### src/hw/rtl/kcaf_pkg.sv
// ============================================================================
// kcaf_pkg
// Shared types, Q23.40 constants, saturation helpers and the microprogram
// for the constant-acceleration Kalman filter.
// ============================================================================
package kcaf_pkg;

   localparam int KCAF_WORD_W   = 64;
   localparam int KCAF_RF_DEPTH = 64;
   localparam int KCAF_RF_AW    = 6;
   localparam int KCAF_PC_W     = 7;
   localparam int KCAF_CSR_IW   = 8;

   // configuration register indexes
   localparam logic [KCAF_CSR_IW-1:0] CSR_PROCESS_NOISE     = 8'd0;
   localparam logic [KCAF_CSR_IW-1:0] CSR_MEASUREMENT_NOISE = 8'd1;
   localparam logic [KCAF_CSR_IW-1:0] CSR_DEFAULT_STEP      = 8'd2;
   localparam logic [KCAF_CSR_IW-1:0] CSR_ENABLE            = 8'd3;

   // Q23.40 constants
   localparam logic [63:0] FX_ONE       = 64'd1099511627776;
   localparam logic [63:0] FX_HALF      = 64'd549755813888;
   localparam logic [63:0] FX_EIGHTH    = 64'd137438953472;
   localparam logic [63:0] FX_TWENTIETH = 64'd54975581389;
   localparam logic [63:0] FX_SIXTH     = 64'd183251937963;
   localparam logic [63:0] FX_THIRD     = 64'd366503875925;
   localparam logic [63:0] FX_MAX       = 64'h7FFF_FFFF_FFFF_FFFF;
   localparam logic [63:0] FX_MIN       = 64'h8000_0000_0000_0000;

   typedef enum logic [2:0] {
      OP_ADD,
      OP_SUB,
      OP_MUL,
      OP_DIV,
      OP_MOV
   } kcaf_op_type;

   typedef enum logic [2:0] {
      ST_IDLE,
      ST_READ,
      ST_EXEC,
      ST_WAIT,
      ST_DONE
   } kcaf_state_type;

   // operand code: bit 6 clear = register file address, set = special source
   typedef logic [6:0] kcaf_opnd_type;

   localparam kcaf_opnd_type R_EP   = 7'd0;
   localparam kcaf_opnd_type R_EV   = 7'd1;
   localparam kcaf_opnd_type R_EA   = 7'd2;
   localparam kcaf_opnd_type R_P11  = 7'd3;
   localparam kcaf_opnd_type R_P12  = 7'd4;
   localparam kcaf_opnd_type R_P13  = 7'd5;
   localparam kcaf_opnd_type R_P22  = 7'd6;
   localparam kcaf_opnd_type R_P23  = 7'd7;
   localparam kcaf_opnd_type R_P33  = 7'd8;
   localparam kcaf_opnd_type R_W2   = 7'd9;
   localparam kcaf_opnd_type R_V2   = 7'd10;
   localparam kcaf_opnd_type R_D2   = 7'd11;
   localparam kcaf_opnd_type R_D3   = 7'd12;
   localparam kcaf_opnd_type R_D4   = 7'd13;
   localparam kcaf_opnd_type R_D5   = 7'd14;
   localparam kcaf_opnd_type R_Q11  = 7'd15;
   localparam kcaf_opnd_type R_Q12  = 7'd16;
   localparam kcaf_opnd_type R_Q13  = 7'd17;
   localparam kcaf_opnd_type R_Q22  = 7'd18;
   localparam kcaf_opnd_type R_Q23  = 7'd19;
   localparam kcaf_opnd_type R_Q33  = 7'd20;
   localparam kcaf_opnd_type R_T7   = 7'd21;
   localparam kcaf_opnd_type R_P33D = 7'd22;
   localparam kcaf_opnd_type R_T9   = 7'd23;
   localparam kcaf_opnd_type R_M11  = 7'd24;
   localparam kcaf_opnd_type R_M12  = 7'd25;
   localparam kcaf_opnd_type R_M13  = 7'd26;
   localparam kcaf_opnd_type R_M22  = 7'd27;
   localparam kcaf_opnd_type R_M23  = 7'd28;
   localparam kcaf_opnd_type R_M33  = 7'd29;
   localparam kcaf_opnd_type R_S    = 7'd30;
   localparam kcaf_opnd_type R_PP   = 7'd31;
   localparam kcaf_opnd_type R_VP   = 7'd32;
   localparam kcaf_opnd_type R_E    = 7'd33;
   localparam kcaf_opnd_type R_K1   = 7'd34;
   localparam kcaf_opnd_type R_K2   = 7'd35;
   localparam kcaf_opnd_type R_K3   = 7'd36;
   localparam kcaf_opnd_type R_OM   = 7'd37;
   localparam kcaf_opnd_type R_T0   = 7'd38;
   localparam kcaf_opnd_type R_T1   = 7'd39;
   localparam kcaf_opnd_type R_T2   = 7'd40;

   localparam kcaf_opnd_type S_Z    = 7'h40;
   localparam kcaf_opnd_type S_D    = 7'h41;
   localparam kcaf_opnd_type S_WQ   = 7'h42;
   localparam kcaf_opnd_type S_VQ   = 7'h43;
   localparam kcaf_opnd_type S_ZERO = 7'h44;
   localparam kcaf_opnd_type S_ONE  = 7'h45;
   localparam kcaf_opnd_type S_HALF = 7'h46;
   localparam kcaf_opnd_type S_C8   = 7'h47;
   localparam kcaf_opnd_type S_C20  = 7'h48;
   localparam kcaf_opnd_type S_C6   = 7'h49;
   localparam kcaf_opnd_type S_C3   = 7'h4A;

   typedef struct packed {
      kcaf_op_type             op;
      logic                    first_only;
      logic [KCAF_RF_AW-1:0]   dst;
      kcaf_opnd_type           opa;
      kcaf_opnd_type           opb;
   } kcaf_ins_type;

   localparam logic [KCAF_PC_W-1:0] KCAF_NUM_INS = 7'd95;

   function automatic kcaf_ins_type kcaf_ins(input kcaf_op_type op, input kcaf_opnd_type dst,
                                             input kcaf_opnd_type a, input kcaf_opnd_type b,
                                             input logic fo);
      kcaf_ins_type r;
      r.op         = op;
      r.first_only = fo;
      r.dst        = dst[KCAF_RF_AW-1:0];
      r.opa        = a;
      r.opb        = b;
      return r;
   endfunction

   function automatic logic [63:0] kcaf_mag(input logic [63:0] a);
      return a[63] ? (~a + 64'd1) : a;
   endfunction

   function automatic logic [63:0] kcaf_sat(input logic [63:0] mag, input logic neg,
                                            input logic ovf);
      logic [63:0] r;
      if (!neg) begin
         r = (ovf || mag[63]) ? FX_MAX : mag;
      end else begin
         r = (ovf || mag[63]) ? FX_MIN : (~mag + 64'd1);
      end
      return r;
   endfunction

   // microprogram: predict, gain, correct
   function automatic kcaf_ins_type kcaf_ucode(input logic [KCAF_PC_W-1:0] pc);
      kcaf_ins_type r;
      unique case (pc)
         7'd0:  r = kcaf_ins(OP_MUL, R_W2,   S_WQ,   S_WQ,   1'b0);
         7'd1:  r = kcaf_ins(OP_MUL, R_V2,   S_VQ,   S_VQ,   1'b0);
         7'd2:  r = kcaf_ins(OP_MUL, R_D2,   S_D,    S_D,    1'b0);
         7'd3:  r = kcaf_ins(OP_MUL, R_D3,   R_D2,   S_D,    1'b0);
         7'd4:  r = kcaf_ins(OP_MUL, R_D4,   R_D2,   R_D2,   1'b0);
         7'd5:  r = kcaf_ins(OP_MUL, R_D5,   R_D4,   S_D,    1'b0);
         7'd6:  r = kcaf_ins(OP_MUL, R_T0,   R_D5,   S_C20,  1'b0);
         7'd7:  r = kcaf_ins(OP_MUL, R_Q11,  R_T0,   R_W2,   1'b0);
         7'd8:  r = kcaf_ins(OP_MUL, R_T0,   R_D4,   S_C8,   1'b0);
         7'd9:  r = kcaf_ins(OP_MUL, R_Q12,  R_T0,   R_W2,   1'b0);
         7'd10: r = kcaf_ins(OP_MUL, R_T0,   R_D3,   S_C6,   1'b0);
         7'd11: r = kcaf_ins(OP_MUL, R_Q13,  R_T0,   R_W2,   1'b0);
         7'd12: r = kcaf_ins(OP_MUL, R_T0,   R_D3,   S_C3,   1'b0);
         7'd13: r = kcaf_ins(OP_MUL, R_Q22,  R_T0,   R_W2,   1'b0);
         7'd14: r = kcaf_ins(OP_MUL, R_T0,   R_D2,   S_HALF, 1'b0);
         7'd15: r = kcaf_ins(OP_MUL, R_Q23,  R_T0,   R_W2,   1'b0);
         7'd16: r = kcaf_ins(OP_MUL, R_Q33,  S_D,    R_W2,   1'b0);
         // seeding on the first sample
         7'd17: r = kcaf_ins(OP_MOV, R_EP,   S_Z,    S_ZERO, 1'b1);
         7'd18: r = kcaf_ins(OP_MOV, R_EV,   S_ZERO, S_ZERO, 1'b1);
         7'd19: r = kcaf_ins(OP_MOV, R_EA,   S_ZERO, S_ZERO, 1'b1);
         7'd20: r = kcaf_ins(OP_MOV, R_P11,  R_Q11,  S_ZERO, 1'b1);
         7'd21: r = kcaf_ins(OP_MOV, R_P12,  R_Q12,  S_ZERO, 1'b1);
         7'd22: r = kcaf_ins(OP_MOV, R_P13,  R_Q13,  S_ZERO, 1'b1);
         7'd23: r = kcaf_ins(OP_MOV, R_P22,  R_Q22,  S_ZERO, 1'b1);
         7'd24: r = kcaf_ins(OP_MOV, R_P23,  R_Q23,  S_ZERO, 1'b1);
         7'd25: r = kcaf_ins(OP_MOV, R_P33,  R_Q33,  S_ZERO, 1'b1);
         // predicted covariance
         7'd26: r = kcaf_ins(OP_MUL, R_T7,   R_P23,  S_D,    1'b0);
         7'd27: r = kcaf_ins(OP_MUL, R_P33D, R_P33,  S_D,    1'b0);
         7'd28: r = kcaf_ins(OP_MUL, R_T0,   R_P33,  R_D2,   1'b0);
         7'd29: r = kcaf_ins(OP_MUL, R_T0,   R_T0,   S_HALF, 1'b0);
         7'd30: r = kcaf_ins(OP_ADD, R_T1,   R_P13,  R_T7,   1'b0);
         7'd31: r = kcaf_ins(OP_ADD, R_T9,   R_T1,   R_T0,   1'b0);
         7'd32: r = kcaf_ins(OP_MUL, R_T0,   R_P12,  S_D,    1'b0);
         7'd33: r = kcaf_ins(OP_ADD, R_T1,   R_P11,  R_T0,   1'b0);
         7'd34: r = kcaf_ins(OP_MUL, R_T0,   R_D2,   R_T9,   1'b0);
         7'd35: r = kcaf_ins(OP_MUL, R_T0,   R_T0,   S_HALF, 1'b0);
         7'd36: r = kcaf_ins(OP_ADD, R_T1,   R_T1,   R_T0,   1'b0);
         7'd37: r = kcaf_ins(OP_MUL, R_T0,   R_P13,  R_D2,   1'b0);
         7'd38: r = kcaf_ins(OP_MUL, R_T0,   R_T0,   S_HALF, 1'b0);
         7'd39: r = kcaf_ins(OP_ADD, R_T1,   R_T1,   R_T0,   1'b0);
         7'd40: r = kcaf_ins(OP_ADD, R_T1,   R_T1,   R_Q11,  1'b0);
         7'd41: r = kcaf_ins(OP_MUL, R_T2,   R_P22,  S_D,    1'b0);
         7'd42: r = kcaf_ins(OP_ADD, R_T2,   R_P12,  R_T2,   1'b0);
         7'd43: r = kcaf_ins(OP_MUL, R_T0,   R_P23,  R_D2,   1'b0);
         7'd44: r = kcaf_ins(OP_MUL, R_T0,   R_T0,   S_HALF, 1'b0);
         7'd45: r = kcaf_ins(OP_ADD, R_T2,   R_T2,   R_T0,   1'b0);
         7'd46: r = kcaf_ins(OP_MUL, R_T0,   S_D,    R_T2,   1'b0);
         7'd47: r = kcaf_ins(OP_ADD, R_M11,  R_T1,   R_T0,   1'b0);
         7'd48: r = kcaf_ins(OP_MUL, R_T0,   R_P13,  S_D,    1'b0);
         7'd49: r = kcaf_ins(OP_ADD, R_T1,   R_P12,  R_T0,   1'b0);
         7'd50: r = kcaf_ins(OP_ADD, R_T1,   R_T1,   R_Q12,  1'b0);
         7'd51: r = kcaf_ins(OP_ADD, R_T2,   R_P23,  R_P33D, 1'b0);
         7'd52: r = kcaf_ins(OP_MUL, R_T0,   R_D2,   R_T2,   1'b0);
         7'd53: r = kcaf_ins(OP_MUL, R_T0,   R_T0,   S_HALF, 1'b0);
         7'd54: r = kcaf_ins(OP_ADD, R_T1,   R_T1,   R_T0,   1'b0);
         7'd55: r = kcaf_ins(OP_ADD, R_T2,   R_P22,  R_T7,   1'b0);
         7'd56: r = kcaf_ins(OP_MUL, R_T0,   S_D,    R_T2,   1'b0);
         7'd57: r = kcaf_ins(OP_ADD, R_M12,  R_T1,   R_T0,   1'b0);
         7'd58: r = kcaf_ins(OP_ADD, R_M13,  R_T9,   R_Q13,  1'b0);
         7'd59: r = kcaf_ins(OP_ADD, R_T1,   R_P22,  R_T7,   1'b0);
         7'd60: r = kcaf_ins(OP_ADD, R_T2,   R_P23,  R_P33D, 1'b0);
         7'd61: r = kcaf_ins(OP_MUL, R_T0,   S_D,    R_T2,   1'b0);
         7'd62: r = kcaf_ins(OP_ADD, R_T1,   R_T1,   R_T0,   1'b0);
         7'd63: r = kcaf_ins(OP_ADD, R_M22,  R_T1,   R_Q22,  1'b0);
         7'd64: r = kcaf_ins(OP_ADD, R_T1,   R_P23,  R_P33D, 1'b0);
         7'd65: r = kcaf_ins(OP_ADD, R_M23,  R_T1,   R_Q23,  1'b0);
         7'd66: r = kcaf_ins(OP_ADD, R_M33,  R_P33,  R_Q33,  1'b0);
         // predicted state, innovation, gains
         7'd67: r = kcaf_ins(OP_MUL, R_T0,   S_D,    R_EV,   1'b0);
         7'd68: r = kcaf_ins(OP_ADD, R_T1,   R_EP,   R_T0,   1'b0);
         7'd69: r = kcaf_ins(OP_MUL, R_T0,   R_EA,   R_D2,   1'b0);
         7'd70: r = kcaf_ins(OP_MUL, R_T0,   R_T0,   S_HALF, 1'b0);
         7'd71: r = kcaf_ins(OP_ADD, R_PP,   R_T1,   R_T0,   1'b0);
         7'd72: r = kcaf_ins(OP_MUL, R_T0,   R_EA,   S_D,    1'b0);
         7'd73: r = kcaf_ins(OP_ADD, R_VP,   R_EV,   R_T0,   1'b0);
         7'd74: r = kcaf_ins(OP_SUB, R_E,    R_PP,   S_Z,    1'b0);
         7'd75: r = kcaf_ins(OP_ADD, R_S,    R_M11,  R_V2,   1'b0);
         7'd76: r = kcaf_ins(OP_DIV, R_K1,   R_M11,  R_S,    1'b0);
         7'd77: r = kcaf_ins(OP_DIV, R_K2,   R_M12,  R_S,    1'b0);
         7'd78: r = kcaf_ins(OP_DIV, R_K3,   R_M13,  R_S,    1'b0);
         // state correction
         7'd79: r = kcaf_ins(OP_MUL, R_T0,   R_E,    R_K1,   1'b0);
         7'd80: r = kcaf_ins(OP_SUB, R_EP,   R_PP,   R_T0,   1'b0);
         7'd81: r = kcaf_ins(OP_MUL, R_T0,   R_E,    R_K2,   1'b0);
         7'd82: r = kcaf_ins(OP_SUB, R_EV,   R_VP,   R_T0,   1'b0);
         7'd83: r = kcaf_ins(OP_MUL, R_T0,   R_E,    R_K3,   1'b0);
         7'd84: r = kcaf_ins(OP_SUB, R_EA,   R_EA,   R_T0,   1'b0);
         // covariance correction
         7'd85: r = kcaf_ins(OP_SUB, R_OM,   S_ONE,  R_K1,   1'b0);
         7'd86: r = kcaf_ins(OP_MUL, R_P11,  R_M11,  R_OM,   1'b0);
         7'd87: r = kcaf_ins(OP_MUL, R_P12,  R_M12,  R_OM,   1'b0);
         7'd88: r = kcaf_ins(OP_MUL, R_P13,  R_M13,  R_OM,   1'b0);
         7'd89: r = kcaf_ins(OP_MUL, R_T0,   R_K2,   R_M12,  1'b0);
         7'd90: r = kcaf_ins(OP_SUB, R_P22,  R_M22,  R_T0,   1'b0);
         7'd91: r = kcaf_ins(OP_MUL, R_T0,   R_K3,   R_M12,  1'b0);
         7'd92: r = kcaf_ins(OP_SUB, R_P23,  R_M23,  R_T0,   1'b0);
         7'd93: r = kcaf_ins(OP_MUL, R_T0,   R_K3,   R_M13,  1'b0);
         7'd94: r = kcaf_ins(OP_SUB, R_P33,  R_M33,  R_T0,   1'b0);
         default: r = kcaf_ins(OP_MOV, R_T0, S_ZERO, S_ZERO, 1'b0);
      endcase
      return r;
   endfunction

endpackage

### src/hw/rtl/kcaf_div.sv
// ============================================================================
// kcaf_div
// Q23.40 divider: (a << 40) / b, restoring, one quotient bit per cycle.
// ============================================================================
module kcaf_div
   import kcaf_pkg::*;
(
   input  logic        clock,
   input  logic        reset,
   input  logic        start,
   input  logic [63:0] op_a,
   input  logic [63:0] op_b,
   output logic [63:0] result,
   output logic        done
);

   logic [127:0] dvd_ff, dvd_in;
   logic [63:0]  den_ff, den_in;
   logic [63:0]  rem_ff, rem_in;
   logic [63:0]  q_ff, q_in;
   logic         ovf_ff, ovf_in;
   logic         neg_ff, neg_in;
   logic         zero_ff, zero_in;
   logic [7:0]   cnt_ff, cnt_in;
   logic         busy_ff, busy_in;
   logic [63:0]  res_ff, res_in;
   logic         done_ff, done_in;

   logic [64:0]  rem2;
   logic         ge;

   always_comb begin
      rem2 = {rem_ff, dvd_ff[127]};
      ge   = rem2 >= {1'b0, den_ff};

      dvd_in  = dvd_ff;
      den_in  = den_ff;
      rem_in  = rem_ff;
      q_in    = q_ff;
      ovf_in  = ovf_ff;
      neg_in  = neg_ff;
      zero_in = zero_ff;
      cnt_in  = cnt_ff;
      busy_in = busy_ff;
      res_in  = res_ff;
      done_in = 1'b0;
      if (start) begin
         dvd_in  = {24'd0, kcaf_mag(op_a), 40'd0};
         den_in  = kcaf_mag(op_b);
         rem_in  = '0;
         q_in    = '0;
         ovf_in  = 1'b0;
         neg_in  = op_a[63] ^ op_b[63];
         zero_in = (op_b == 64'd0);
         cnt_in  = 8'd0;
         busy_in = 1'b1;
      end else if (busy_ff) begin
         if (!cnt_ff[7]) begin
            rem_in = ge ? 64'(rem2 - {1'b0, den_ff}) : rem2[63:0];
            dvd_in = {dvd_ff[126:0], 1'b0};
            q_in   = {q_ff[62:0], ge};
            // quotient bits above bit 63 mean overflow
            ovf_in = ovf_ff | (ge & ~cnt_ff[6]);
            cnt_in = cnt_ff + 8'd1;
         end else begin
            res_in  = zero_ff ? 64'd0 : kcaf_sat(q_ff, neg_ff, ovf_ff);
            done_in = 1'b1;
            busy_in = 1'b0;
         end
      end
   end

   always_ff @(posedge clock) begin
      if (reset) begin
         busy_ff <= 1'b0;
         done_ff <= 1'b0;
         cnt_ff  <= 8'd0;
      end else begin
         busy_ff <= busy_in;
         done_ff <= done_in;
         cnt_ff  <= cnt_in;
      end
      dvd_ff  <= dvd_in;
      den_ff  <= den_in;
      rem_ff  <= rem_in;
      q_ff    <= q_in;
      ovf_ff  <= ovf_in;
      neg_ff  <= neg_in;
      zero_ff <= zero_in;
      res_ff  <= res_in;
   end

   assign result = res_ff;
   assign done   = done_ff;

endmodule

### config.mk
export PLATFORM = sky130hd
export DESIGN_NAME = kcaf_div
export DESIGN_NICKNAME = d
export VERILOG_FILES = /design/src/hw/rtl/kcaf_pkg.sv /design/src/hw/rtl/kcaf_div.sv
export SDC_FILE = /design/constraint.sdc
export NUM_CORES = 1
export LEC_CHECK = 0
export ABC_AREA = 1
export BUFFER_PORTS_ARGS = -buffer_cell sky130_fd_sc_hd__buf_4
export CAP_MARGIN = 20
export CORE_MARGIN = 3
export CORE_UTILIZATION = 30
export DETAILED_ROUTE_END_ITERATION = 8
export PLACE_DENSITY_LB_ADDON = 0.05
export SLEW_MARGIN = 0
export SYNTH_ARGS = -nofsm -noshare
export SYNTH_HDL_FRONTEND = slang
export SYNTH_SLANG_ARGS = --single-unit
### constraint.sdc
create_clock -name clock -period 12.8 [get_ports clock]
set_input_delay 0.64 -clock clock [delete_from_list [all_inputs] [get_ports clock]]
set_output_delay 0.64 -clock clock [all_outputs]
set_load 0.05 [all_outputs]
Yosys cells after proc, flatten, opt, wreduce, memory -nomap -nowiden
Index checks and enable logic that the tools add are counted.
W data, S select, Z words.

word-level totals
  register bits = 357
  bits in latches = 0
  memory bits (writable) = 0
  memory bits (read-only) = 0
  bits of input ports = 131
  output and inout bits = 65
  word-level logic and storage cells = 53
  memories = 0

operators by class
  $add $sub $neg = 5
  multipliers = 0
  div/mod/pow operators = 0
  order comparisons = 1
  eq/ne operators = 1
  shift operators = 0
  mux-type cells = 14
  bitwise operators = 10
  reductions and logical operators = 8

operators with widths
  operator                 count
  $mux W64                 5
  $mux W104                3
  $add A64 B1 Y64 const B  3
  $not A64 Y64             3
  $ge A65 B64 Y1           1
  $logic_not A64 Y1        1
  $sub A64 B64 Y64         1
  $mux W63                 1
  $add A8 B1 Y8 const B    1
  $mux W8                  1
  $mux W1                  4
  $not A1 Y1               4
  $reduce_and A2 Y1        2
  $reduce_and A3 Y1        1
  $reduce_or A3 Y1         1
  $ne A2 B2 Y1 const B     1
  $reduce_bool A2 Y1       1
  $reduce_or A2 Y1         1
  $and A1 B1 Y1            1
  $logic_or A1 B1 Y1       1
  $or A1 B1 Y1             1
  $xor A1 B1 Y1            1

Logic depth before layout (Yosys ltp)
  word-level depth = 4
  gate-level depth with buffers = 19
  mapped depth without buffers = 18

Worst setup path after synthesis
Ideal clock, no wire load.

  path kind = in2reg
  from = in start
  to = reg res_ff[0], in the netlist result[0], enable pin
  library setup time = 565 ps
  arrival = 5621 ps
  data required time = 12235 ps
  slack = 6614 ps
  cell stages on the path = 4
  path buffers = 3
  cells stage by stage = clkbuf_1 > clkbuf_1 > clkbuf_1 > nor3_1

between the ends
  cells in the longest elaborated chain, start to end = 2

ends and longest elaborated chain
  what                         RTL line        source
  from (decl)                  kcaf_div.sv:10  input logic start,
  $not A1 Y1 (no line)         -
  $reduce_and A3 Y1 (no line)  -
  to (signal assigned)         kcaf_div.sv:90  res_ff <= res_in;
  to (decl)                    kcaf_div.sv:26  logic [63:0] res_ff, res_in;

Every way passes these cells.
A chain may end at the register's enable or synchronous reset.

Final worst setup path
  from = reg den_ff[39]
  to = reg rem_ff[62]

between the ends
  cells in the longest elaborated chain, start to end = 2
  elaborated cells on any way between the ends = 3
  those cells by class = add/sub: 1; order compare: 1; mux: 1

ends and longest elaborated chain
  what                                                       RTL line                        source
  from (decl)                                                kcaf_div.sv:18                  logic [63:0] den_ff, den_in;
  from (signal assigned)                                     kcaf_div.sv:84                  den_ff <= den_in;
  $sub A64 B64 Y64 / $ge A65 B64 Y1 (equally long branches)  kcaf_div.sv:59, kcaf_div.sv:34
  $mux W64 (*)                                               kcaf_div.sv:59                  rem_in = ge ? 64'(rem2 - {1'b0, den_ff}) : rem2[63:0];
  to (signal assigned)                                       kcaf_div.sv:85                  rem_ff <= rem_in;
  to (decl)                                                  kcaf_div.sv:19                  logic [63:0] rem_ff, rem_in;

Mark *: on every way between the ends. The rest lies on a longest branch, timed or not.

==> metrics.cfg <==
[global_routing]
groute.usage.overall=0.214
grt_pass1_wl_mm=148
grt_max_degree=113
grt_overflow_total=0
grt_pass1_vias=24450
antenna_found_initial=6

[setup_path]
critical_path_class=register to register
cp.depth=15
crit_path_cell_trace=inv_1 > ha_1 > nand2_1 > inv_2 > a21oi_1 > nand2_1 > a21oi_1 > nor2_1 > nor2_4 > buf_4 > nand2_4 > nand2_2 > nand2_1 > nand2_1 > nand2_1
critPathCaptureType=register
critPathLaunchType=register
worst-path-max-fanout=65
crit_top_cell=nand2_1
cp_num_buf_inv=3
rr_worst_depth=15
max_stage_delay_ps=580
cp_top_family=simple AND/OR/NAND/NOR gates
required_ps=13260
arrival_ps=4280
critPathSlowestCell=nand2_4

[floorplanning]
die_w_um=298
die_h_um=298
start_util=0.304
io_pins=196
std_cell_rows=106
dieArea_um2=88600
core-area_um2=84000

[timing]
whs_ps=221
setup-tns-final_ps=0
setup_viol=0
fin_skew_ps=30.3
report.final.slew_viol_count=0
hold_viol=0
finalCritPeriodShare=0.298
maxSlewHeadroom=0.283
max_clock_freq_ghz=0.262
rsz0062_at_grt=false
max_slew.worst_pin.slew_ps=1060
fin_crit_ps=3820

[place]
io_buffer_count=195
place.gp.congestion=0.939
hpwl_mm=74.9

[cts]
ctsResizeCount=0
cts.path.max_buffers=3
insertion_delay_ps=590
cts_tree=yes
clk_pin_slew_worst_paths_ps=60
cts.sinks=357
postCtsSetupRepairBufs=0
hold_buffers=0
htree_num_levels=2
numCtsBuffers=47
cts_root_buf=clkbuf_16

[min_path]
min_path_cells=2
hold_path_class=primary input to register

[route]
dr.pass1.iters=5
route.detailed.drc=0
drtIter0Drc=1671
drt-wirelength-per-cell_um=18.6
vias_per_cell=4.79
ant_nets=0
vias=24973
drt-total-wl_mm=97.1

[finish]
syn2layout_area_growth_pct=16.2
final_common_cell=nand2_1
nets=4236
drive_gt1_frac=0.0925
n_fill_cell=9384
mostFrequentLayoutCells=1145 x nand2_1, 625 x inv_1, 430 x nor2_1

[pwr]
p_leak_nw=14.2
ir_drop_uv=99.0
p_comb_frac=0.122
pwr-share-seq=0.426
intPower_mw=2.17
power_mw=2.99
powerDensity_nw_per_um2=101
power_frac_clock=0.452
swShare=0.274
power_switching_mw=0.821

[run_status]
status=finished, final reports clean

[synthesis]
syn_nets=4081
netlist_instances=3881
yosysSeqAreaShare=0.356
async_flop_share=0
ys_seq_elements=357
yosys_warnings=0
synth_cell_types=53
synth_edf_count=194
netlist_area_um2=25500
avgSynthCellArea_um2=6.57
synthFlopType=edfxtp_1

[job]
cap_violations=0

synth_stat cells (31+ instances only):
cell      instances  area share
nand3_1         273       0.054
inv_1           626       0.092
nand2_1        1145        0.17
nand3b_1         38       0.011
dfxtp_1         163        0.13
nor3_1           64       0.013
o21ai_1          31      0.0061
o21ai_0         138       0.027
nand4_1          86       0.021
ha_1             68       0.033
clkbuf_1         71       0.010
nor2_1          433       0.064
edfxtp_1        194        0.23
a21oi_1         121       0.024
xor2_1           85       0.029
o22ai_1          85       0.021
xnor2_1          47       0.016
layer usage:
layer | wire [µm] | share of wire | global-route usage | up-vias
li1 | - | - | - | 12752
met1 | 47700 | 0.49 | 0.308 | 11548
met2 | 43100 | 0.44 | 0.342 | 586
met3 | 4160 | 0.043 | 0.0236 | 87
met4 | 2070 | 0.021 | 0.0504 | 0
met5 | 0 | 0 | 0 | -
cell families (layout without fill, tap and decap cells):
kind of cell	after synthesis	in the layout	synth area share
AO/OA/AOI/OAI	429	429	0.0931
XOR/XNOR	132	132	0.0453
adder cells (fa/ha/maj)	69	69	0.0341
buffers and inverters	762	956	0.116
flip-flops	357	357	0.356
other	0	2	0
AND/OR/NAND/NOR	2132	2132	0.356
registers in the layout (all words and copies together) (netlist names):
register and count:
neg_ff 1, result 64, done 1, q_ff 64
den_ff 64, cnt_ff 8, dvd_ff 88, rem_ff 64
zero_ff 1, ovf_ff 1, busy_ff 1
layout make-up:
class / instances / area [µm²] / area share
Antenna cell: 2 / 5.00 / 0.000169
Sequential cell: 357 / 9090 / 0.306
Inverter: 655 / 2460 / 0.0831
Clock inverter: 26 / 233 / 0.00785
Timing Repair Buffer: 213 / 1610 / 0.0543
Tap cell: 1134 / 1420 / 0.0478
Clock buffer: 62 / 1340 / 0.0450
Multi-Input combinational cell: 2762 / 13500 / 0.455
per-stage QoR:
stage,util,setup WS (ps),instance area (µm²),instances
detailed placement,0.334,8930,28100,5120
finish,0.353,8980,29700,5211
CTS,0.353,8890,29600,5208
global placement,0.334,9010,28100,5120
global route,0.353,8610,29700,5210
floorplan,-,6610,25500,3881
worst paths after layout:
kind	startpoint	to	slack, ps
hold / removal	reset	busy_ff	220
hold reg to reg	dvd_ff[103]	dvd_ff[104]	450
setup reg to reg	den_ff[39]	rem_ff[62]	8980
setup / recovery	den_ff[39]	rem_ff[62]	8980
power by group through the flow:
stage / Combinational [mW] / Clock (mW) / Sequential [mW]
after floorplan: 0.216 / 0 / 1.30
after global placement: 0.367 / 0 / 1.30
after detailed placement: 0.365 / 0 / 1.30
after CTS: 0.367 / 1.40 / 1.27
after global routing: 0.406 / 1.44 / 1.28
final: 0.366 / 1.35 / 1.27
No activity file was read; power rests on OpenSTA's default activity.
