[src/hw/rtl/kcaf_pkg.sv]
// ============================================================================
// kcaf_pkg
// Shared types, Q23.40 constants, saturation helpers and the microprogram
// for the constant-acceleration Kalman filter.
// ============================================================================
package kcaf_pkg;

   localparam int KCAF_WORD_W   = 64;
   localparam int KCAF_RF_DEPTH = 64;
   localparam int KCAF_RF_AW    = 6;
   localparam int KCAF_PC_W     = 7;
   localparam int KCAF_CSR_IW   = 8;

   // configuration register indexes
   localparam logic [KCAF_CSR_IW-1:0] CSR_PROCESS_NOISE     = 8'd0;
   localparam logic [KCAF_CSR_IW-1:0] CSR_MEASUREMENT_NOISE = 8'd1;
   localparam logic [KCAF_CSR_IW-1:0] CSR_DEFAULT_STEP      = 8'd2;
   localparam logic [KCAF_CSR_IW-1:0] CSR_ENABLE            = 8'd3;

   // Q23.40 constants
   localparam logic [63:0] FX_ONE       = 64'd1099511627776;
   localparam logic [63:0] FX_HALF      = 64'd549755813888;
   localparam logic [63:0] FX_EIGHTH    = 64'd137438953472;
   localparam logic [63:0] FX_TWENTIETH = 64'd54975581389;
   localparam logic [63:0] FX_SIXTH     = 64'd183251937963;
   localparam logic [63:0] FX_THIRD     = 64'd366503875925;
   localparam logic [63:0] FX_MAX       = 64'h7FFF_FFFF_FFFF_FFFF;
   localparam logic [63:0] FX_MIN       = 64'h8000_0000_0000_0000;

   typedef enum logic [2:0] {
      OP_ADD,
      OP_SUB,
      OP_MUL,
      OP_DIV,
      OP_MOV
   } kcaf_op_type;

   typedef enum logic [2:0] {
      ST_IDLE,
      ST_READ,
      ST_EXEC,
      ST_WAIT,
      ST_DONE
   } kcaf_state_type;

   // operand code: bit 6 clear = register file address, set = special source
   typedef logic [6:0] kcaf_opnd_type;

   localparam kcaf_opnd_type R_EP   = 7'd0;
   localparam kcaf_opnd_type R_EV   = 7'd1;
   localparam kcaf_opnd_type R_EA   = 7'd2;
   localparam kcaf_opnd_type R_P11  = 7'd3;
   localparam kcaf_opnd_type R_P12  = 7'd4;
   localparam kcaf_opnd_type R_P13  = 7'd5;
   localparam kcaf_opnd_type R_P22  = 7'd6;
   localparam kcaf_opnd_type R_P23  = 7'd7;
   localparam kcaf_opnd_type R_P33  = 7'd8;
   localparam kcaf_opnd_type R_W2   = 7'd9;
   localparam kcaf_opnd_type R_V2   = 7'd10;
   localparam kcaf_opnd_type R_D2   = 7'd11;
   localparam kcaf_opnd_type R_D3   = 7'd12;
   localparam kcaf_opnd_type R_D4   = 7'd13;
   localparam kcaf_opnd_type R_D5   = 7'd14;
   localparam kcaf_opnd_type R_Q11  = 7'd15;
   localparam kcaf_opnd_type R_Q12  = 7'd16;
   localparam kcaf_opnd_type R_Q13  = 7'd17;
   localparam kcaf_opnd_type R_Q22  = 7'd18;
   localparam kcaf_opnd_type R_Q23  = 7'd19;
   localparam kcaf_opnd_type R_Q33  = 7'd20;
   localparam kcaf_opnd_type R_T7   = 7'd21;
   localparam kcaf_opnd_type R_P33D = 7'd22;
   localparam kcaf_opnd_type R_T9   = 7'd23;
   localparam kcaf_opnd_type R_M11  = 7'd24;
   localparam kcaf_opnd_type R_M12  = 7'd25;
   localparam kcaf_opnd_type R_M13  = 7'd26;
   localparam kcaf_opnd_type R_M22  = 7'd27;
   localparam kcaf_opnd_type R_M23  = 7'd28;
   localparam kcaf_opnd_type R_M33  = 7'd29;
   localparam kcaf_opnd_type R_S    = 7'd30;
   localparam kcaf_opnd_type R_PP   = 7'd31;
   localparam kcaf_opnd_type R_VP   = 7'd32;
   localparam kcaf_opnd_type R_E    = 7'd33;
   localparam kcaf_opnd_type R_K1   = 7'd34;
   localparam kcaf_opnd_type R_K2   = 7'd35;
   localparam kcaf_opnd_type R_K3   = 7'd36;
   localparam kcaf_opnd_type R_OM   = 7'd37;
   localparam kcaf_opnd_type R_T0   = 7'd38;
   localparam kcaf_opnd_type R_T1   = 7'd39;
   localparam kcaf_opnd_type R_T2   = 7'd40;

   localparam kcaf_opnd_type S_Z    = 7'h40;
   localparam kcaf_opnd_type S_D    = 7'h41;
   localparam kcaf_opnd_type S_WQ   = 7'h42;
   localparam kcaf_opnd_type S_VQ   = 7'h43;
   localparam kcaf_opnd_type S_ZERO = 7'h44;
   localparam kcaf_opnd_type S_ONE  = 7'h45;
   localparam kcaf_opnd_type S_HALF = 7'h46;
   localparam kcaf_opnd_type S_C8   = 7'h47;
   localparam kcaf_opnd_type S_C20  = 7'h48;
   localparam kcaf_opnd_type S_C6   = 7'h49;
   localparam kcaf_opnd_type S_C3   = 7'h4A;

   typedef struct packed {
      kcaf_op_type             op;
      logic                    first_only;
      logic [KCAF_RF_AW-1:0]   dst;
      kcaf_opnd_type           opa;
      kcaf_opnd_type           opb;
   } kcaf_ins_type;

   localparam logic [KCAF_PC_W-1:0] KCAF_NUM_INS = 7'd95;

   function automatic kcaf_ins_type kcaf_ins(input kcaf_op_type op, input kcaf_opnd_type dst,
                                             input kcaf_opnd_type a, input kcaf_opnd_type b,
                                             input logic fo);
      kcaf_ins_type r;
      r.op         = op;
      r.first_only = fo;
      r.dst        = dst[KCAF_RF_AW-1:0];
      r.opa        = a;
      r.opb        = b;
      return r;
   endfunction

   function automatic logic [63:0] kcaf_mag(input logic [63:0] a);
      return a[63] ? (~a + 64'd1) : a;
   endfunction

   function automatic logic [63:0] kcaf_sat(input logic [63:0] mag, input logic neg,
                                            input logic ovf);
      logic [63:0] r;
      if (!neg) begin
         r = (ovf || mag[63]) ? FX_MAX : mag;
      end else begin
         r = (ovf || mag[63]) ? FX_MIN : (~mag + 64'd1);
      end
      return r;
   endfunction

   // microprogram: predict, gain, correct
   function automatic kcaf_ins_type kcaf_ucode(input logic [KCAF_PC_W-1:0] pc);
      kcaf_ins_type r;
      unique case (pc)
         7'd0:  r = kcaf_ins(OP_MUL, R_W2,   S_WQ,   S_WQ,   1'b0);
         7'd1:  r = kcaf_ins(OP_MUL, R_V2,   S_VQ,   S_VQ,   1'b0);
         7'd2:  r = kcaf_ins(OP_MUL, R_D2,   S_D,    S_D,    1'b0);
         7'd3:  r = kcaf_ins(OP_MUL, R_D3,   R_D2,   S_D,    1'b0);
         7'd4:  r = kcaf_ins(OP_MUL, R_D4,   R_D2,   R_D2,   1'b0);
         7'd5:  r = kcaf_ins(OP_MUL, R_D5,   R_D4,   S_D,    1'b0);
         7'd6:  r = kcaf_ins(OP_MUL, R_T0,   R_D5,   S_C20,  1'b0);
         7'd7:  r = kcaf_ins(OP_MUL, R_Q11,  R_T0,   R_W2,   1'b0);
         7'd8:  r = kcaf_ins(OP_MUL, R_T0,   R_D4,   S_C8,   1'b0);
         7'd9:  r = kcaf_ins(OP_MUL, R_Q12,  R_T0,   R_W2,   1'b0);
         7'd10: r = kcaf_ins(OP_MUL, R_T0,   R_D3,   S_C6,   1'b0);
         7'd11: r = kcaf_ins(OP_MUL, R_Q13,  R_T0,   R_W2,   1'b0);
         7'd12: r = kcaf_ins(OP_MUL, R_T0,   R_D3,   S_C3,   1'b0);
         7'd13: r = kcaf_ins(OP_MUL, R_Q22,  R_T0,   R_W2,   1'b0);
         7'd14: r = kcaf_ins(OP_MUL, R_T0,   R_D2,   S_HALF, 1'b0);
         7'd15: r = kcaf_ins(OP_MUL, R_Q23,  R_T0,   R_W2,   1'b0);
         7'd16: r = kcaf_ins(OP_MUL, R_Q33,  S_D,    R_W2,   1'b0);
         // seeding on the first sample
         7'd17: r = kcaf_ins(OP_MOV, R_EP,   S_Z,    S_ZERO, 1'b1);
         7'd18: r = kcaf_ins(OP_MOV, R_EV,   S_ZERO, S_ZERO, 1'b1);
         7'd19: r = kcaf_ins(OP_MOV, R_EA,   S_ZERO, S_ZERO, 1'b1);
         7'd20: r = kcaf_ins(OP_MOV, R_P11,  R_Q11,  S_ZERO, 1'b1);
         7'd21: r = kcaf_ins(OP_MOV, R_P12,  R_Q12,  S_ZERO, 1'b1);
         7'd22: r = kcaf_ins(OP_MOV, R_P13,  R_Q13,  S_ZERO, 1'b1);
         7'd23: r = kcaf_ins(OP_MOV, R_P22,  R_Q22,  S_ZERO, 1'b1);
         7'd24: r = kcaf_ins(OP_MOV, R_P23,  R_Q23,  S_ZERO, 1'b1);
         7'd25: r = kcaf_ins(OP_MOV, R_P33,  R_Q33,  S_ZERO, 1'b1);
         // predicted covariance
         7'd26: r = kcaf_ins(OP_MUL, R_T7,   R_P23,  S_D,    1'b0);
         7'd27: r = kcaf_ins(OP_MUL, R_P33D, R_P33,  S_D,    1'b0);
         7'd28: r = kcaf_ins(OP_MUL, R_T0,   R_P33,  R_D2,   1'b0);
         7'd29: r = kcaf_ins(OP_MUL, R_T0,   R_T0,   S_HALF, 1'b0);
         7'd30: r = kcaf_ins(OP_ADD, R_T1,   R_P13,  R_T7,   1'b0);
         7'd31: r = kcaf_ins(OP_ADD, R_T9,   R_T1,   R_T0,   1'b0);
         7'd32: r = kcaf_ins(OP_MUL, R_T0,   R_P12,  S_D,    1'b0);
         7'd33: r = kcaf_ins(OP_ADD, R_T1,   R_P11,  R_T0,   1'b0);
         7'd34: r = kcaf_ins(OP_MUL, R_T0,   R_D2,   R_T9,   1'b0);
         7'd35: r = kcaf_ins(OP_MUL, R_T0,   R_T0,   S_HALF, 1'b0);
         7'd36: r = kcaf_ins(OP_ADD, R_T1,   R_T1,   R_T0,   1'b0);
         7'd37: r = kcaf_ins(OP_MUL, R_T0,   R_P13,  R_D2,   1'b0);
         7'd38: r = kcaf_ins(OP_MUL, R_T0,   R_T0,   S_HALF, 1'b0);
         7'd39: r = kcaf_ins(OP_ADD, R_T1,   R_T1,   R_T0,   1'b0);
         7'd40: r = kcaf_ins(OP_ADD, R_T1,   R_T1,   R_Q11,  1'b0);
         7'd41: r = kcaf_ins(OP_MUL, R_T2,   R_P22,  S_D,    1'b0);
         7'd42: r = kcaf_ins(OP_ADD, R_T2,   R_P12,  R_T2,   1'b0);
         7'd43: r = kcaf_ins(OP_MUL, R_T0,   R_P23,  R_D2,   1'b0);
         7'd44: r = kcaf_ins(OP_MUL, R_T0,   R_T0,   S_HALF, 1'b0);
         7'd45: r = kcaf_ins(OP_ADD, R_T2,   R_T2,   R_T0,   1'b0);
         7'd46: r = kcaf_ins(OP_MUL, R_T0,   S_D,    R_T2,   1'b0);
         7'd47: r = kcaf_ins(OP_ADD, R_M11,  R_T1,   R_T0,   1'b0);
         7'd48: r = kcaf_ins(OP_MUL, R_T0,   R_P13,  S_D,    1'b0);
         7'd49: r = kcaf_ins(OP_ADD, R_T1,   R_P12,  R_T0,   1'b0);
         7'd50: r = kcaf_ins(OP_ADD, R_T1,   R_T1,   R_Q12,  1'b0);
         7'd51: r = kcaf_ins(OP_ADD, R_T2,   R_P23,  R_P33D, 1'b0);
         7'd52: r = kcaf_ins(OP_MUL, R_T0,   R_D2,   R_T2,   1'b0);
         7'd53: r = kcaf_ins(OP_MUL, R_T0,   R_T0,   S_HALF, 1'b0);
         7'd54: r = kcaf_ins(OP_ADD, R_T1,   R_T1,   R_T0,   1'b0);
         7'd55: r = kcaf_ins(OP_ADD, R_T2,   R_P22,  R_T7,   1'b0);
         7'd56: r = kcaf_ins(OP_MUL, R_T0,   S_D,    R_T2,   1'b0);
         7'd57: r = kcaf_ins(OP_ADD, R_M12,  R_T1,   R_T0,   1'b0);
         7'd58: r = kcaf_ins(OP_ADD, R_M13,  R_T9,   R_Q13,  1'b0);
         7'd59: r = kcaf_ins(OP_ADD, R_T1,   R_P22,  R_T7,   1'b0);
         7'd60: r = kcaf_ins(OP_ADD, R_T2,   R_P23,  R_P33D, 1'b0);
         7'd61: r = kcaf_ins(OP_MUL, R_T0,   S_D,    R_T2,   1'b0);
         7'd62: r = kcaf_ins(OP_ADD, R_T1,   R_T1,   R_T0,   1'b0);
         7'd63: r = kcaf_ins(OP_ADD, R_M22,  R_T1,   R_Q22,  1'b0);
         7'd64: r = kcaf_ins(OP_ADD, R_T1,   R_P23,  R_P33D, 1'b0);
         7'd65: r = kcaf_ins(OP_ADD, R_M23,  R_T1,   R_Q23,  1'b0);
         7'd66: r = kcaf_ins(OP_ADD, R_M33,  R_P33,  R_Q33,  1'b0);
         // predicted state, innovation, gains
         7'd67: r = kcaf_ins(OP_MUL, R_T0,   S_D,    R_EV,   1'b0);
         7'd68: r = kcaf_ins(OP_ADD, R_T1,   R_EP,   R_T0,   1'b0);
         7'd69: r = kcaf_ins(OP_MUL, R_T0,   R_EA,   R_D2,   1'b0);
         7'd70: r = kcaf_ins(OP_MUL, R_T0,   R_T0,   S_HALF, 1'b0);
         7'd71: r = kcaf_ins(OP_ADD, R_PP,   R_T1,   R_T0,   1'b0);
         7'd72: r = kcaf_ins(OP_MUL, R_T0,   R_EA,   S_D,    1'b0);
         7'd73: r = kcaf_ins(OP_ADD, R_VP,   R_EV,   R_T0,   1'b0);
         7'd74: r = kcaf_ins(OP_SUB, R_E,    R_PP,   S_Z,    1'b0);
         7'd75: r = kcaf_ins(OP_ADD, R_S,    R_M11,  R_V2,   1'b0);
         7'd76: r = kcaf_ins(OP_DIV, R_K1,   R_M11,  R_S,    1'b0);
         7'd77: r = kcaf_ins(OP_DIV, R_K2,   R_M12,  R_S,    1'b0);
         7'd78: r = kcaf_ins(OP_DIV, R_K3,   R_M13,  R_S,    1'b0);
         // state correction
         7'd79: r = kcaf_ins(OP_MUL, R_T0,   R_E,    R_K1,   1'b0);
         7'd80: r = kcaf_ins(OP_SUB, R_EP,   R_PP,   R_T0,   1'b0);
         7'd81: r = kcaf_ins(OP_MUL, R_T0,   R_E,    R_K2,   1'b0);
         7'd82: r = kcaf_ins(OP_SUB, R_EV,   R_VP,   R_T0,   1'b0);
         7'd83: r = kcaf_ins(OP_MUL, R_T0,   R_E,    R_K3,   1'b0);
         7'd84: r = kcaf_ins(OP_SUB, R_EA,   R_EA,   R_T0,   1'b0);
         // covariance correction
         7'd85: r = kcaf_ins(OP_SUB, R_OM,   S_ONE,  R_K1,   1'b0);
         7'd86: r = kcaf_ins(OP_MUL, R_P11,  R_M11,  R_OM,   1'b0);
         7'd87: r = kcaf_ins(OP_MUL, R_P12,  R_M12,  R_OM,   1'b0);
         7'd88: r = kcaf_ins(OP_MUL, R_P13,  R_M13,  R_OM,   1'b0);
         7'd89: r = kcaf_ins(OP_MUL, R_T0,   R_K2,   R_M12,  1'b0);
         7'd90: r = kcaf_ins(OP_SUB, R_P22,  R_M22,  R_T0,   1'b0);
         7'd91: r = kcaf_ins(OP_MUL, R_T0,   R_K3,   R_M12,  1'b0);
         7'd92: r = kcaf_ins(OP_SUB, R_P23,  R_M23,  R_T0,   1'b0);
         7'd93: r = kcaf_ins(OP_MUL, R_T0,   R_K3,   R_M13,  1'b0);
         7'd94: r = kcaf_ins(OP_SUB, R_P33,  R_M33,  R_T0,   1'b0);
         default: r = kcaf_ins(OP_MOV, R_T0, S_ZERO, S_ZERO, 1'b0);
      endcase
      return r;
   endfunction

endpackage

[src/hw/rtl/kcaf_mul.sv]
// ============================================================================
// kcaf_mul
// Q23.40 multiplier: four 32x32 partial products, round half away, saturate.
// ============================================================================
module kcaf_mul
   import kcaf_pkg::*;
(
   input  logic        clock,
   input  logic        reset,
   input  logic        start,
   input  logic [63:0] op_a,
   input  logic [63:0] op_b,
   output logic [63:0] result,
   output logic        done
);

   logic [63:0]  x_ff, x_in, y_ff, y_in;
   logic         neg_ff, neg_in;
   logic [2:0]   cnt_ff, cnt_in;
   logic         busy_ff, busy_in;
   logic [63:0]  pp_ff, pp_in;
   logic [1:0]   ppsel_ff, ppsel_in;
   logic [127:0] acc_ff, acc_in;
   logic [63:0]  res_ff, res_in;
   logic         done_ff, done_in;

   logic [31:0]  xs, ys;
   logic [127:0] pp_shift;
   logic [127:0] rnd;

   always_comb begin
      case (cnt_ff[1:0])
         2'd0:    begin xs = x_ff[31:0];  ys = y_ff[31:0];  end
         2'd1:    begin xs = x_ff[31:0];  ys = y_ff[63:32]; end
         2'd2:    begin xs = x_ff[63:32]; ys = y_ff[31:0];  end
         default: begin xs = x_ff[63:32]; ys = y_ff[63:32]; end
      endcase
      case (ppsel_ff)
         2'd0:    pp_shift = {64'd0, pp_ff};
         2'd3:    pp_shift = {pp_ff, 64'd0};
         default: pp_shift = {32'd0, pp_ff, 32'd0};
      endcase
      rnd = acc_ff + (128'd1 << 39);

      x_in     = x_ff;
      y_in     = y_ff;
      neg_in   = neg_ff;
      cnt_in   = cnt_ff;
      busy_in  = busy_ff;
      pp_in    = pp_ff;
      ppsel_in = ppsel_ff;
      acc_in   = acc_ff;
      res_in   = res_ff;
      done_in  = 1'b0;
      if (start) begin
         x_in    = kcaf_mag(op_a);
         y_in    = kcaf_mag(op_b);
         neg_in  = op_a[63] ^ op_b[63];
         cnt_in  = 3'd0;
         busy_in = 1'b1;
         acc_in  = '0;
      end else if (busy_ff) begin
         cnt_in = cnt_ff + 3'd1;
         if (cnt_ff <= 3'd3) begin
            pp_in    = xs * ys;
            ppsel_in = cnt_ff[1:0];
         end
         if (cnt_ff >= 3'd1 && cnt_ff <= 3'd4) begin
            acc_in = acc_ff + pp_shift;
         end
         if (cnt_ff == 3'd5) begin
            res_in  = kcaf_sat(rnd[103:40], neg_ff, |rnd[127:104]);
            done_in = 1'b1;
            busy_in = 1'b0;
         end
      end
   end

   always_ff @(posedge clock) begin
      if (reset) begin
         busy_ff <= 1'b0;
         done_ff <= 1'b0;
         cnt_ff  <= 3'd0;
      end else begin
         busy_ff <= busy_in;
         done_ff <= done_in;
         cnt_ff  <= cnt_in;
      end
      x_ff     <= x_in;
      y_ff     <= y_in;
      neg_ff   <= neg_in;
      pp_ff    <= pp_in;
      ppsel_ff <= ppsel_in;
      acc_ff   <= acc_in;
      res_ff   <= res_in;
   end

   assign result = res_ff;
   assign done   = done_ff;

endmodule

[config.mk]
export PLATFORM = sky130hd
export DESIGN_NAME = kcaf_mul
export DESIGN_NICKNAME = d
export VERILOG_FILES = /design/src/hw/rtl/kcaf_pkg.sv /design/src/hw/rtl/kcaf_mul.sv
export SDC_FILE = /design/constraint.sdc
export NUM_CORES = 2
export LEC_CHECK = 0
export BUFFER_PORTS_ARGS = -buffer_cell sky130_fd_sc_hd__buf_4
export CORE_ASPECT_RATIO = 0.6
export CORE_MARGIN = 3
export CORE_UTILIZATION = 45
export CTS_CLUSTER_DIAMETER = 200
export DETAILED_ROUTE_END_ITERATION = 10
export REMOVE_ABC_BUFFERS = 1
export SYNTH_ARGS = -nofsm -noshare
export SYNTH_HDL_FRONTEND = slang
export SYNTH_SLANG_ARGS = --single-unit
[constraint.sdc]
create_clock -name clock -period 9.35 [get_ports clock]
set_clock_uncertainty 0.15 [all_clocks]
set_input_delay 0.4675 -clock clock [delete_from_list [all_inputs] [get_ports clock]]
set_output_delay 0.4675 -clock clock [all_outputs]
set_load 0.01 [all_outputs]
* Word-level counts from Yosys, hierarchy flattened
Cells that the tools add are included.
Storage, ports and cells: word-level logic and storage cells 56, memories kept 0, bits in latches 0, RAM bits 0, output and inout port bits 65, register bits 392, bits in read-only memories 0
Operators by class: add/subtract/negate cells 6, magnitude comparators 3, shift operators 0, multiply operators 1, reduce and logical (&&, ||, !) cells 12, eq/ne operators 4, bitwise logic cells 6, divide/modulo/power cells 0, mux-type cells 12
Operator list (number):
- case mux 128 bit (2 select lines) | 1
- adder 64 x 1 -> 64 bit, second input constant | 3
- two-way mux 64 bit | 3
- inverter 64 bit | 3
- adder 128 bit | 1
- adder 128 x 40 -> 128 bit, second input constant | 1
- two-way mux 63 bit | 2
- multiplier 32 x 32 -> 64 bit | 1
- two-way mux 32 bit | 2
- OR reduction 24 bit | 1
- AND reduction 3 bit | 2
- OR reduction 2 bit | 3
- equality test 2 bit, second input constant | 2
- logical NOT 2 bit | 2
- two-way mux 1 bit | 4
- adder 3 x 1 -> 3 bit, second input constant | 1
- equality test 3 bit, second input constant | 1
- >= comparator 3 x 1 -> 1 bit, second input constant | 1
- less-or-equal comparator 3 x 2 -> 1 bit, second input constant | 1
- less-or-equal comparator 3 bit, second input constant | 1
- OR reduction 3 bit | 1
- equality test 2 x 1 -> 1 bit, second input constant | 1
- inverter 1 bit | 2
- AND reduction 2 bit | 1
- 3 further kinds | 3

* Logic depth before layout (Yosys ltp)
depth in word-level cells 5, gate-level depth with buffers 38, depth with buffers taken out 34

* Worst setup path after synthesis
OpenSTA, ideal clock, no wires.
path kind register -> register, start register cnt_ff[0], end register pp_ff[60] (data pin), setup time 0.260 ns, data arrival time 9.488 ns, cell stages (with the launch flop) 35, setup slack -0.548 ns, cells stage by stage dfxtp_1 > inv_1 > ha_1 > clkbuf_1 > nor2_1 > clkbuf_1 > buf_1 > mux2i_1 > clkbuf_1 > nor2_1 > fa_1 > fa_1 > fa_1 > inv_1 > fa_1 > inv_1 > fa_1 > fa_1 > fa_1 > inv_1 > fa_1 > inv_1 > ha_1 > a21oi_1 > o21ai_0 > a21o_1 > a21oi_1 > o21ai_0 > a221o_1 > a31oi_1 > o31ai_1 > a41oi_1 > nor3b_1 > a211o_1 > xor2_1
On the way: cells in the longest elaborated chain, start to end 4, elaborated cells between the ends (all ways) 8, those cells by class 1 x mul; 2 x eq/ne; 2 x mux; 3 x reduce/logical
Ends and longest elaborated chain:
- from (decl) | RTL line kcaf_mul.sv:19 | logic [2:0] cnt_ff, cnt_in;
- from (signal assigned) | RTL line kcaf_mul.sv:87 | cnt_ff <= cnt_in;
- equality test 2 x 1 -> 1 bit (tied with other cells) | RTL line kcaf_mul.sv:32 | case (cnt_ff[1:0])
- OR reduction 2 bit (no line)
- two-way mux 32 bit | RTL line kcaf_mul.sv:32
- multiplier 32 x 32 -> 64 bit * | RTL line kcaf_mul.sv:65 | pp_in = xs * ys;
- to (signal assigned) | RTL line kcaf_mul.sv:92 | pp_ff <= pp_in;
- to (decl) | RTL line kcaf_mul.sv:21 | logic [63:0] pp_ff, pp_in;
Every way passes the cells marked *; elsewhere a longest branch is shown, timed or not. A chain may end at the register's enable or synchronous reset.

* Worst setup path after layout
start register cnt_ff[0], end register pp_ff[63] (data pin)
The elaborated chain is that of the path after synthesis.

==> tab_implementation.tex <==
\begin{tabular}{lr}
\hline
Metric & Value \\
\hline
\multicolumn{2}{l}{\textbf{Status}} \\
\quad Run status & finished, final reports clean \\
\multicolumn{2}{l}{\textbf{Placed design}} \\
\quad Cell Area, Placed & 69700 um2 \\
\quad Routability Congestion & 1.04 \\
\quad Number of port buffers & 195 \\
\quad Post-detailed-placement half-perimeter wirelength & 218000 um \\
\multicolumn{2}{l}{\textbf{Clock tree}} \\
\quad Clock-pin transition on the worst setup and hold timing paths & 0.07 ns \\
\quad TritonCTS clock tree & built \\
\quad Clock sink count & 392 \\
\quad H-tree levels & 2 \\
\quad CTS Root Cell & sky130\_fd\_sc\_hd\_\_clkbuf\_16 \\
\quad Worst-skew pair later-pin latency & 0.64 ns \\
\quad Number of buffers on the longest clock path & 3 \\
\quad Total clock buffers created by CTS & 45 \\
\multicolumn{2}{l}{\textbf{Synth}} \\
\quad Sequential share of the synthesized area & 0.169 \\
\quad Cell with the most instances after synthesis & sky130\_fd\_sc\_hd\_\_inv\_1 \\
\quad Synthesized instance count & 7195 \\
\quad Syn Std Cell Area & 61900 um2 \\
\quad Library cell occupying the most area in the post-synthesis netlist & sky130\_fd\_sc\_hd\_\_fa\_1 \\
\quad Number of warnings printed during yosys synthesis & 0 \\
\quad Main area contributors after synthesis & sky130\_fd\_sc\_hd\_\_fa\_1 29\%, sky130\_fd\_sc\_hd\_\_edfxtp\_1 13\%, sky130\_fd\_sc\_hd\_\_ha\_1 8.1\% \\
\quad Ranking of synthesized cells by instance count & 991 x sky130\_fd\_sc\_hd\_\_inv\_1, 918 x sky130\_fd\_sc\_hd\_\_nand2\_1, 897 x sky130\_fd\_sc\_hd\_\_fa\_1 \\
\quad Area fraction of the dominant cell type after synthesis & 0.290 \\
\quad Post-synth top flop & sky130\_fd\_sc\_hd\_\_edfxtp\_1 \\
\quad Post-synthesis register bit count & roughly 390 \\
\quad Post-synth EDFFs & 259 \\
\quad Mean area per synthesized cell & roughly 8.6 um2 \\
\quad Netlist cell types & 94 \\
\quad Proportion of synthesized flip-flops having asynchronous set or reset & 0 \\
\multicolumn{2}{l}{\textbf{GRT}} \\
\quad Initial antenna violation count & 23 \\
\quad Via count of the first global-routing pass & 52.6k \\
\quad Total global-route track usage & 0.357 \\
\quad Pin count of the biggest net entering global routing & 68 \\
\quad Global-route wire length before repair & between 300000 and 400000 um \\
\quad Sum of overflow across all layers after global routing & 0 \\
\multicolumn{2}{l}{\textbf{Setup path}} \\
\quad Endpoint arrival time on the critical path & 9.53 ns \\
\quad CP Launch Type & flop \\
\quad Biggest cell delay along the critical path & 0.55 ns \\
\quad Critical setup path kind & reg -> reg \\
\quad Nature of the critical path endpoint & flop \\
\quad Data required time at the worst endpoint & 9.56 ns \\
\quad Worst path most repeated cell & sky130\_fd\_sc\_hd\_\_fa\_1 \\
\quad Worst-path maximum fanout & 5 \\
\quad Cell with the largest stage delay on the worst path & sky130\_fd\_sc\_hd\_\_fa\_1 \\
\multicolumn{2}{l}{\textbf{Timing}} \\
\quad Final total negative setup slack & 0 ns \\
\quad Clock period minus final worst setup slack & 9.32 ns \\
\quad Hold violation count in the final report & 0 \\
\quad Count of final setup violators & 0 \\
\quad Slew HR & 0.0663 \\
\quad Fmax & 0.107 GHz \\
\quad Number of max-slew violations in the final report & 0 \\
\quad Share of the cycle needed by the critical path after routing & 0.997 \\
\quad Worst hold-check slack & about 0.0083 ns \\
\quad Actual slew at the worst max-slew pin & 1.39 ns \\
\quad Setup repair after global routing missed its margin & yes \\
\multicolumn{2}{l}{\textbf{Cells and area}} \\
\quad Share of the core filled with cells in the final layout & 0.555 \\
\quad Fraction of layout instances using a drive strength above 1 & 0.172 \\
\quad Multi-input gate area in the final layout & 47900 um2 \\
\quad Final-layout fill cell count & 12.4k \\
\quad Flip-flop and latch area & roughly 10000 um2 \\
\quad Layout area overhead & 21.2\% \\
\quad Final layout net count & 9240 \\
\quad Final instance area & roughly 75000 um2 \\
\multicolumn{2}{l}{\textbf{Floorplan}} \\
\quad Die area & 142000 um2 \\
\quad Initial Utilization & 0.458 \\
\quad Chip height & 293 um \\
\quad Number of rows created at floorplan & $\sim$100 \\
\quad Core region area & 135000 um2 \\
\quad Die outline width & 485 um \\
\quad I/O pins & 196 \\
\multicolumn{2}{l}{\textbf{Run}} \\
\quad MaxCap Viol Count & 0 \\
\multicolumn{2}{l}{\textbf{Hold path}} \\
\quad Worst hold-check path type & in -> reg \\
\multicolumn{2}{l}{\textbf{Drt}} \\
\quad Final wirelength & 265000 um \\
\quad Initial drt markers & about 7.0k \\
\quad Number of search-and-repair iterations in the first detailed-routing pass & 7 \\
\quad Wire length per cell after detailed routing & about 27 um \\
\quad Number of routed nets with antenna violations & 0 \\
\quad Via count & 56.8k \\
\quad Via density per instance & 5.88 \\
\quad DR DRC count & 0 \\
\hline
\end{tabular}
[critical path: cells and delay by family, from the launching register on]
kind	cells	cell delay [ns]
AOI/OAI and AO/OA	9	1.58
adders and majority gates	10	4.50
buffers and inverters	12	1.45
DFF	1	0.34
muxes	1	0.26
and+or+nand+nor	5	0.76
[path summary, 6_finish.rpt]
check        cells after the start  slack (ns)    endpoint  startpoint
min                              2       0.008    x_ff[59]    op_a[59]
max                             37        0.03   pp_ff[63]   cnt_ff[0]
max reg2reg                     37        0.03   pp_ff[63]   cnt_ff[0]
min reg2reg                      2        0.31  acc_ff[35]  acc_ff[35]
[cell families (layout without fill, tap and decap cells)]
group                      Yosys count  after routing  synth area share
buffers and inverters             1366           2018            0.0831
adders and majority gates         1298           1298             0.371
other                                0              9                 0
and+or+nand+nor                   2363           2363             0.171
AOI/OAI and AO/OA                 1236           1236             0.126
xor gates and xnor gates           390            390            0.0552
DFF                                392            392             0.169
muxes                              150            150            0.0255
[routing by layer]
| metal | wire [um] | GRT usage |
|---|---|---|
| met1 | 123000 | 0.568 |
| met2 | 90600 | 0.412 |
| met5 | 851 | 0.0161 |
| met3 | 47000 | 0.188 |
| met4 | 3900 | 0.0493 |
[metrics by stage]
step           setup slack, ns  cells
3_5_place_dp            -0.539   9374
6_report                0.0269   9658
2_1_floorplan            -3.65   6821
5_1_grt                 -0.123   9651
3_3_place_gp            -0.357   9374
4_1_cts                -0.0333   9538
[registers in the layout, summed over array words and instances (netlist names)]
register,cells
acc_ff,128
pp_ff,64
result,64
x_ff,64
y_ff,64
cnt_ff,3
ppsel_ff,2
busy_ff,1
done,1
neg_ff,1
[cell type report]
type                            instances  share of cell area
Tap cell                             1802              0.0300
Multi-Input combinational cell       5437               0.637
Antenna cell                            9            0.000300
Sequential cell                       392               0.139
Timing Repair Buffer                  943               0.123
Inverter                              992              0.0496
Clock inverter                         21             0.00370
Clock buffer                           62              0.0168
[cells in the final DEF, fill, tap and decap left out, drive strengths merged, types with 18 or more instances in the layout]
| cell type | n |
|---|---|
| buf | 867 |
| o41ai | 18 |
| a21o | 148 |
| or4 | 25 |
| edfxtp | 259 |
| o21bai | 61 |
| xor2 | 98 |
| a21oi | 378 |
| xnor2 | 292 |
| a22o | 45 |
| o21ai | 301 |
| ha | 401 |
| and4 | 22 |
| nor2 | 773 |
| a31oi | 42 |
| nand2b | 29 |
| o211ai | 27 |
| nor2b | 23 |
| o31ai | 55 |
| nand4 | 114 |
| nand3 | 108 |
| dlygate4sd3 | 60 |
| a211oi | 23 |
| clkbuf | 78 |
| nor3 | 73 |
| nand2 | 919 |
| and3 | 48 |
| and2 | 81 |
| dfxtp | 133 |
| o21a | 29 |
| nor4 | 39 |
| mux2 | 62 |
| inv | 992 |
| or3 | 47 |
| mux2i | 88 |
| or2 | 40 |
| fa | 897 |
[timing repair]
action                                  in CTS  in global routing
endpoints found under the hold margin       65                  0
hold buffers                                60                  0
pin swaps                                   32                217
endpoints found under the setup margin      14                 21
setup buffers                               18                 99
gates cloned                                 3                 15
gates resized for setup                     61                319
Power is left out: the tool's default activity adds up to more than one toggle a clock period on the data nets, which glitch-free logic cannot reach.
